## src/hdl/mexp_pkg.sv

```systemverilog
// Package for the modular exponentiation unit.
// Register index codes of the configuration port. No dependencies.
package mexp_pkg;

    // Index of a configuration register in the register map.
    typedef logic [0:0] t_reg_idx;

    localparam t_reg_idx REG_EXPONENT = 1'b0;
    localparam t_reg_idx REG_MODULUS  = 1'b1;

endpackage

```

## src/hdl/mexp_ifs.sv

```systemverilog
// Valid/ready channel interfaces of the modular exponentiation unit.
// mexp_in_if carries one base, mexp_out_if one result. No dependencies.
interface mexp_in_if #(
    parameter int W = 32
);
    logic         valid;
    logic         ready;
    logic [W-1:0] base;

    modport source (output valid, output base, input ready);
    modport sink   (input valid, input base, output ready);
endinterface

interface mexp_out_if #(
    parameter int W = 32
);
    logic         valid;
    logic         ready;
    logic [W-1:0] power_result;
    logic         zero_modulus;

    modport source (output valid, output power_result, output zero_modulus, input ready);
    modport sink   (input valid, input power_result, input zero_modulus, output ready);
endinterface

```

## src/hdl/modular_exponentiation_unit.sv

```systemverilog
// Modular exponentiation unit: power_result = base ^ exponent mod modulus.
// Uses mexp_pkg (register codes) and the channel interfaces in mexp_ifs.sv.
//
// One base in, one result out. Exponent and modulus are to be set through
// the APB port (exponent at byte address 0, modulus at 4; 0 and 8 when
// WIDTH > 32) while the unit is idle; the unit itself does not enforce this.
// The base is first reduced modulo the modulus, then the exponent is scanned
// from its LSB (right-to-left square-and-multiply). All products go through
// one modular multiplier that consumes the multiplier operand one bit per
// cycle, MSB first. An item runs through the reduction, then a multiply for
// each set exponent bit and a square for each exponent bit below the highest
// set bit, then the finishing state. Exponent zero or modulus zero go from
// acceptance straight to the finishing state. A new base is taken once the
// previous result is in the output register; that register holds it until
// it is taken. Modulus zero gives power_result 0 with zero_modulus set.
// Exponent zero with a nonzero modulus gives 1, even for modulus 1.
module modular_exponentiation_unit #(
    parameter int WIDTH = 32,
    localparam int PW   = (WIDTH > 32) ? 64 : 32,
    localparam int AW   = (WIDTH > 32) ? 4 : 3
) (
    input  logic           i_clk,
    input  logic           i_rst_n,
    // configuration port
    input  logic           psel,
    input  logic           penable,
    input  logic           pwrite,
    input  logic [AW-1:0]  paddr,
    input  logic [PW-1:0]  pwdata,
    output logic [PW-1:0]  prdata,
    output logic           pready,
    // item channels
    mexp_in_if.sink        i_base_ch,
    mexp_out_if.source     o_result_ch
);

    localparam int CW  = $clog2(WIDTH);
    localparam int SW  = WIDTH + 3;                 // 2*acc + a < 3*2^WIDTH, plus sign
    localparam logic [CW-1:0] CNT_TOP = CW'(WIDTH - 1);

    localparam logic [2:0] S_IDLE = 3'd0;
    localparam logic [2:0] S_RED  = 3'd1;           // base mod m, as 1 * base
    localparam logic [2:0] S_MUL  = 3'd2;           // r = r * b
    localparam logic [2:0] S_SQR  = 3'd3;           // b = b * b
    localparam logic [2:0] S_FIN  = 3'd4;           // wait for the output register

    // configuration registers
    logic [WIDTH-1:0] r_exp, r_mod;
    mexp_pkg::t_reg_idx w_idx;
    logic             w_wr;

    // control and datapath
    logic [2:0]       r_state, n_state;
    logic [WIDTH-1:0] r_e, n_e;                     // remaining exponent bits
    logic [WIDTH-1:0] r_m, n_m;                     // working modulus
    logic [WIDTH-1:0] r_a, n_a;                     // multiplicand
    logic [WIDTH-1:0] r_mplr, n_mplr;               // multiplier shift register
    logic [WIDTH-1:0] r_acc, n_acc;                 // partial product, kept below m
    logic [CW-1:0]    r_cnt, n_cnt;
    logic [WIDTH-1:0] r_r, n_r;                     // running result
    logic [WIDTH-1:0] r_b, n_b;                     // running power of the base
    logic             r_err, n_err;

    // output register
    logic [WIDTH-1:0] r_res;
    logic             r_zm;
    logic             r_ovalid;
    logic             w_load, w_taken, w_accept, w_last;

    logic [SW-1:0]    w_sum, w_d1, w_d2;
    logic [WIDTH-1:0] w_prod;

    // ---------------- configuration port ----------------
    assign w_idx  = paddr[AW-1];
    assign w_wr   = psel && penable && pwrite;
    assign pready = 1'b1;
    assign prdata = (w_idx == mexp_pkg::REG_MODULUS) ? PW'(r_mod) : PW'(r_exp);

    always_ff @(posedge i_clk) begin
        if (!i_rst_n) begin
            r_exp <= '0;
            r_mod <= '0;
        end else if (w_wr) begin
            if (w_idx == mexp_pkg::REG_EXPONENT) begin
                r_exp <= pwdata[WIDTH-1:0];
            end else begin
                r_mod <= pwdata[WIDTH-1:0];
            end
        end
    end

    // ---------------- bit-serial modular multiply step ----------------
    // acc' = (2*acc + bit*a) mod m; the sum is below 3m, so one of
    // sum, sum - m, sum - 2m is the answer. Both subtractions run in parallel.
    assign w_sum  = {2'b00, r_acc, 1'b0} + (r_mplr[WIDTH-1] ? {3'b000, r_a} : '0);
    assign w_d1   = w_sum - {3'b000, r_m};
    assign w_d2   = w_sum - {2'b00, r_m, 1'b0};
    assign w_last = (r_cnt == '0);

    always_comb begin
        if (!w_d2[SW-1]) begin
            w_prod = w_d2[WIDTH-1:0];
        end else if (!w_d1[SW-1]) begin
            w_prod = w_d1[WIDTH-1:0];
        end else begin
            w_prod = w_sum[WIDTH-1:0];
        end
    end

    // ---------------- sequencer ----------------
    assign i_base_ch.ready = (r_state == S_IDLE);
    assign w_accept        = i_base_ch.valid && i_base_ch.ready;

    always_comb begin
        n_state = r_state;
        n_e     = r_e;
        n_m     = r_m;
        n_a     = r_a;
        n_mplr  = r_mplr;
        n_acc   = r_acc;
        n_cnt   = r_cnt;
        n_r     = r_r;
        n_b     = r_b;
        n_err   = r_err;
        unique case (r_state)
            S_IDLE: begin
                if (w_accept) begin
                    n_m    = r_mod;
                    n_e    = r_exp;
                    n_a    = WIDTH'(1);
                    n_mplr = i_base_ch.base;
                    n_acc  = '0;
                    n_cnt  = CNT_TOP;
                    n_err  = 1'b0;
                    n_r    = (r_mod == WIDTH'(1)) ? '0 : WIDTH'(1);
                    if (r_mod == '0) begin
                        n_r     = '0;
                        n_err   = 1'b1;
                        n_state = S_FIN;
                    end else if (r_exp == '0) begin
                        n_r     = WIDTH'(1);
                        n_state = S_FIN;
                    end else begin
                        n_state = S_RED;
                    end
                end
            end
            S_RED, S_SQR: begin
                n_acc  = w_prod;
                n_mplr = r_mplr << 1;
                n_cnt  = r_cnt - 1'b1;
                if (w_last) begin
                    // new power of the base; pick the next operation
                    n_b   = w_prod;
                    n_acc = '0;
                    n_cnt = CNT_TOP;
                    if (r_e[0]) begin
                        n_state = S_MUL;
                        n_a     = r_r;
                        n_mplr  = w_prod;
                    end else begin
                        n_e     = r_e >> 1;
                        n_state = S_SQR;
                        n_a     = w_prod;
                        n_mplr  = w_prod;
                    end
                end
            end
            S_MUL: begin
                n_acc  = w_prod;
                n_mplr = r_mplr << 1;
                n_cnt  = r_cnt - 1'b1;
                if (w_last) begin
                    n_r   = w_prod;
                    n_e   = r_e >> 1;
                    n_acc = '0;
                    n_cnt = CNT_TOP;
                    if (r_e[WIDTH-1:1] == '0) begin
                        n_state = S_FIN;    // last set bit done, skip the square
                    end else begin
                        n_state = S_SQR;
                        n_a     = r_b;
                        n_mplr  = r_b;
                    end
                end
            end
            S_FIN: begin
                if (!r_ovalid || o_result_ch.ready) begin
                    n_state = S_IDLE;
                end
            end
            default: begin
                n_state = S_IDLE;
            end
        endcase
    end

    always_ff @(posedge i_clk) begin
        if (!i_rst_n) begin
            r_state <= S_IDLE;
        end else begin
            r_state <= n_state;
        end
    end

    always_ff @(posedge i_clk) begin
        r_e    <= n_e;
        r_m    <= n_m;
        r_a    <= n_a;
        r_mplr <= n_mplr;
        r_acc  <= n_acc;
        r_cnt  <= n_cnt;
        r_r    <= n_r;
        r_b    <= n_b;
        r_err  <= n_err;
    end

    // ---------------- output register ----------------
    assign w_load  = (r_state == S_FIN) && (!r_ovalid || o_result_ch.ready);
    assign w_taken = r_ovalid && o_result_ch.ready;

    always_ff @(posedge i_clk) begin
        if (!i_rst_n) begin
            r_ovalid <= 1'b0;
        end else if (w_load) begin
            r_ovalid <= 1'b1;
        end else if (w_taken) begin
            r_ovalid <= 1'b0;
        end
    end

    always_ff @(posedge i_clk) begin
        if (w_load) begin
            r_res <= r_r;
            r_zm  <= r_err;
        end
    end

    assign o_result_ch.valid        = r_ovalid;
    assign o_result_ch.power_result = r_res;
    assign o_result_ch.zero_modulus = r_zm;

    // ---------------- assertions ----------------
    // partial product always stays reduced below the working modulus
    a_acc_reduced: assert property (@(posedge i_clk) disable iff (!i_rst_n)
        (r_state == S_RED || r_state == S_MUL || r_state == S_SQR) |-> (r_acc < r_m))
        else $error("accumulator not reduced");

    // operands of multiplies and squares are reduced powers of the base
    a_ops_reduced: assert property (@(posedge i_clk) disable iff (!i_rst_n)
        (r_state == S_MUL || r_state == S_SQR) |-> (r_a < r_m && r_b < r_m))
        else $error("operand not reduced");

    // reductions, multiplies and squares are only done while exponent bits remain
    a_exp_live: assert property (@(posedge i_clk) disable iff (!i_rst_n)
        (r_state == S_RED || r_state == S_MUL || r_state == S_SQR) |-> (r_e != '0))
        else $error("work with an exhausted exponent");

    // an error result carries zero
    a_err_zero: assert property (@(posedge i_clk) disable iff (!i_rst_n)
        (r_ovalid && r_zm) |-> (r_res == '0))
        else $error("zero modulus with nonzero result");

    // a pending result is never overwritten before it is taken
    a_no_overwrite: assert property (@(posedge i_clk) disable iff (!i_rst_n)
        (r_ovalid && !o_result_ch.ready) |=> (r_ovalid && $stable(r_res)))
        else $error("pending result lost");

endmodule
```

## src/flat_wrapper.sv

```systemverilog
// flat-port wrapper written by rule: the top's interface ports become plain ports
module modular_exponentiation_unit_flat 
#(
    parameter int WIDTH = 32,
    localparam int PW   = (WIDTH > 32) ? 64 : 32,
    localparam int AW   = (WIDTH > 32) ? 4 : 3
)
  (i_clk, i_rst_n, psel, penable, pwrite, paddr, pwdata, prdata, pready, i_base_ch_valid, i_base_ch_base, i_base_ch_ready, o_result_ch_valid, o_result_ch_power_result, o_result_ch_zero_modulus, o_result_ch_ready);
  mexp_in_if i_base_ch_i ();
  mexp_out_if o_result_ch_i ();
  input  logic i_clk;
  input  logic i_rst_n;
  input  logic psel;
  input  logic penable;
  input  logic pwrite;
  input  logic [AW-1:0] paddr;
  input  logic [PW-1:0] pwdata;
  output logic [PW-1:0] prdata;
  output logic pready;
  input wire logic [$bits(i_base_ch_i.valid)-1:0] i_base_ch_valid;
  input wire logic [$bits(i_base_ch_i.base)-1:0] i_base_ch_base;
  output wire logic [$bits(i_base_ch_i.ready)-1:0] i_base_ch_ready;
  output wire logic [$bits(o_result_ch_i.valid)-1:0] o_result_ch_valid;
  output wire logic [$bits(o_result_ch_i.power_result)-1:0] o_result_ch_power_result;
  output wire logic [$bits(o_result_ch_i.zero_modulus)-1:0] o_result_ch_zero_modulus;
  input wire logic [$bits(o_result_ch_i.ready)-1:0] o_result_ch_ready;
  assign i_base_ch_i.valid = i_base_ch_valid;
  assign i_base_ch_i.base = i_base_ch_base;
  assign i_base_ch_ready = i_base_ch_i.ready;
  assign o_result_ch_valid = o_result_ch_i.valid;
  assign o_result_ch_power_result = o_result_ch_i.power_result;
  assign o_result_ch_zero_modulus = o_result_ch_i.zero_modulus;
  assign o_result_ch_i.ready = o_result_ch_ready;
  modular_exponentiation_unit #(.WIDTH(WIDTH)) u_core (.i_clk(i_clk), .i_rst_n(i_rst_n), .psel(psel), .penable(penable), .pwrite(pwrite), .paddr(paddr), .pwdata(pwdata), .prdata(prdata), .pready(pready), .i_base_ch(i_base_ch_i), .o_result_ch(o_result_ch_i));
endmodule
```

## config.mk

```make
export PLATFORM = sky130hd
export DESIGN_NAME = modular_exponentiation_unit_flat
export DESIGN_NICKNAME = d
export VERILOG_FILES = /design/src/hdl/mexp_pkg.sv /design/src/hdl/mexp_ifs.sv /design/src/hdl/modular_exponentiation_unit.sv /design/src/flat_wrapper.sv
export SDC_FILE = /design/constraint.sdc
export NUM_CORES = 1
export LEC_CHECK = 0
export ABC_AREA = 1
export BUFFER_PORTS_ARGS = -buffer_cell sky130_fd_sc_hd__buf_4
export CAP_MARGIN = 15
export CORE_MARGIN = 2
export CORE_UTILIZATION = 50
export DETAILED_ROUTE_END_ITERATION = 10
export GPL_TIMING_DRIVEN = 1
export HOLD_SLACK_MARGIN = 0.12
export PLACE_DENSITY = 0.68
export SLEW_MARGIN = 30
export SYNTH_ARGS = -nofsm -noshare
export SYNTH_HDL_FRONTEND = slang
export SYNTH_SLANG_ARGS = --single-unit
```

## constraint.sdc

```tcl
create_clock -name i_clk -period 12.05 [get_ports i_clk]
set_input_delay 2.41 -clock i_clk [delete_from_list [all_inputs] [get_ports i_clk]]
set_output_delay 2.41 -clock i_clk [all_outputs]
set_load 0.05 [all_outputs]
```

==> impl_results.md <==
* WP buf/inv at 3
* # H-tree levels at 2
* Ranking of synthesized cells by area: edfxtp_1 (38%), nand2_1 (12%), dfxtp_1 (6.6%)
* Cell Rows at 74
* Top Ports at 142
* Synth Area per Inst at 7.76 µm²
* CTS clk-pin slew, worst paths at ~60 ps
* Final Critical Period at 6210 ps
* Die area at 0.0431 mm²
* Final Hold Fails at 0
* CP Max Fanout at 33
* Share of cells above drive strength 1 at 10.2%
* Placed instance area at between 0.02 and 0.025 mm²
* Setup violations, final at 0
* Gpl congestion at ~0.96
* Required time of the worst setup path at 12350 ps
* Reg area at roughly 0.0093 mm²
* Max frequency at between 0.15 and 0.2 GHz
* TritonCTS buffer count at 36
* Post-CTS Setup Bufs at 0
* Post-synthesis cell count at 2672
* CP dominant cell by count: nand2_1
* I/O Buffers at 138
* Placed cells at 3275
* Post-Syn Area at 0.0207 mm²
* Worst clock skew at 26.7 ps
* Synth unique cells at between 40 and 50
* CP Class: flop to flop
* Die X at 208 µm
* Initial antenna violation count at 0
* Multi-input gate area at 0.00986 mm²
* Final wirelength at about 63000 µm
* Number of vias per cell at 5.58
* CP Depth at 28
* Initial DRC Count at 1455
* Worst Tran Pin Value at between 900 and 1000 ps
* Sequential share of the synthesized area at around 45%
* Detail Route Antenna Nets at 0
* DP HPWL at 47400 µm
* Cell area after layout at 0.0234 mm²
* Worst reg2reg startpoint: u_core.r_mplr[31]
* Worst Hold Depth at 0
* Initial core utilization at 50.7%
* RSZ-0062 raised after global routing: no
* Area delta synth->final at 13.0%
* Post-layout util at between 50 and 60%
* Non-filler cells, final at 3339
* Flop and latch count out of synthesis at 331
* Detailed Routing Iterations Pass 1 at 6
* Reg2Reg Setup Slack at 5840 ps
* Final Max Slew Viols at 0
* Delay-heaviest family, CP: simple AND/OR/NAND/NOR gates
* Critical path arrival at between 6000 and 7000 ps
* Worst-Skew Late Latency at roughly 550 ps
* Vias in the first global route at 17400
* Syn. warnings at 0
* Largest net degree at the start of global routing at 72
* Final worst-path cycle share at between 50% and 60%
* Residual DRC count at 0
* Worst rel slew slack at around 37%
* Share of the synthesized area in the top cell type at a little under two fifths
* Global-route wire length before repair at slightly below 100000 µm
* Final nets at 2955
* MaxCap Viol Count at 0
* Antenna diodes at 0
* FILL cells at 3844
* Routed vias at 18600
* Status: finished, final reports clean
* FF-to-FF path depth at 28
* HP Class: flop to flop
* # hold bufs at CTS at 0
* Synth area leader: edfxtp_1
* Syn_nets at 2845
* Gr ovfl total at 0
* Setup_tns at 0 ps
* CTS sink cnt at between 300 and 400
* CP Capture Type: flop
* Worst Setup SP: u_core.r_mplr[31]
* Core Region at 0.0409 mm²
* Wire length per cell at 18.9 µm
* HP Start: u_core.r_err
* GR Util All Layers at 28.7%
* Startpoint Class: flop
* Post-CTS sizing at 0
* Slowest CP cell: nand2_2
* Biggest cell delay along the critical path at 580 ps
* Max clock buf depth at 3
* DIE HEIGHT at 208 µm
* Root cell of the clock tree: clkbuf_16
* CTS tree: built
==> cell families (layout without fill, tap and decap cells) <==
group	count (synthesis)	count (layout)	synth area share (%)
AO/OA/AOI/OAI	491	491	13.3
AND/OR/NAND/NOR	1252	1252	25.1
flip-flops	331	331	44.6
other	1	1	0.0181
XOR/XNOR	66	66	2.79
adder cells (fa/ha/maj)	99	99	6.08
buffers and inverters	432	567	8.11
==> state kept, by name (all words and copies together), names as in the netlist <==
name / flops
u_core.o_result_ch.power_result: 32
u_core.r_a: 32
u_core.r_acc: 32
u_core.r_b: 32
u_core.r_e: 32
u_core.r_exp: 32
u_core.r_m: 32
u_core.r_mod: 32
u_core.r_mplr: 32
u_core.r_r: 32
u_core.r_cnt: 5
u_core.r_state: 3
u_core.o_result_ch.valid: 1
u_core.o_result_ch.zero_modulus: 1
u_core.r_err: 1
==> worst register-to-register path: cells and delay by family (launching register included) <==
family | cells | cell delay (ps)
simple gates | 18 | 3240
fa+ha+maj | 3 | 890
compound gates | 3 | 660
buf+inv | 3 | 520
xor+xnor | 1 | 340
flops | 1 | 320
==> synthesized netlist by cell type, drive strengths merged <==
cell,number
nand2,685
nor2,347
inv,341
edfxtp,263
o21ai,207
a21oi,172
nand3,136
ha,96
clkbuf,71
dfxtp,68
xor2,41
o21a,34
a22oi,31
xnor2,25
nor3,23
o21bai,21
nand4,20
nand3b,17
buf,16
nor4,16
a21o,7
a21boi,6
a31oi,5
clkinv,4
o22ai,4
and2,3
and3,3
fa,3
o211ai,2
or2,2
a211oi,1
a22o,1
conb,1
==> per-stage QoR <==
step                hold slack, ps  setup WS (ps)
floorplan                      400           4120
global placement               437           5880
detailed placement             405           5890
CTS                            451           5860
global route                   460           5250
finish                         448           5840
==> routing by layer <==
metal  global-route usage (%)  part of all wire (%)  vias up
li1                         -                     -     9061
met1                     38.3                    43     8853
met2                     49.6                    49      615
met3                     2.98                   5.5       95
met4                     7.83                   2.6        0
met5                        0                     0        -
==> layout by cell type, fill, tap and decap left out, types with 9 or more instances in the layout <==
cell type | synthesis | final
o21ai_0 | 190 | 190
xnor2_1 | 25 | 25
nand2_2 | 25 | 25
ha_1 | 96 | 96
dfxtp_1 | 68 | 68
nor3_1 | 23 | 23
o21a_1 | 34 | 34
inv_2 | 19 | 20
nor4_1 | 16 | 16
nor2_1 | 344 | 336
buf_4 | 7 | 156
clkinv_1 | 4 | 9
a22oi_1 | 31 | 31
edfxtp_1 | 263 | 263
o21bai_1 | 21 | 21
a21oi_1 | 168 | 167
o21ai_1 | 17 | 17
nand2_1 | 660 | 660
nand3_1 | 125 | 125
nand3_2 | 11 | 11
inv_1 | 322 | 320
xor2_1 | 41 | 41
clkbuf_16 | 0 | 36
nand4_1 | 19 | 19
nand3b_1 | 17 | 17
==> path summary, 6_finish.rpt <==
kind                                                   endpoint
worst max-delay path                          u_core.r_mplr[31]
worst max register to register                u_core.r_mplr[31]
worst min register to register  u_core.o_result_ch.zero_modulus
worst min-delay path            u_core.o_result_ch.zero_modulus
==> area by class of cell <==
class / count / area share [%]
multi-input cells: 1909 / 42.1
flip-flops and latches: 331 / 39.5
repair buffers: 159 / 5.22
clock buffers: 44 / 3.97
well taps: 532 / 2.84
inverters: 345 / 5.53
clock inverters: 19 / 0.897
Power is left out: the tool's default activity adds up to more than one toggle a clock period on the data nets, which glitch-free logic cannot reach.
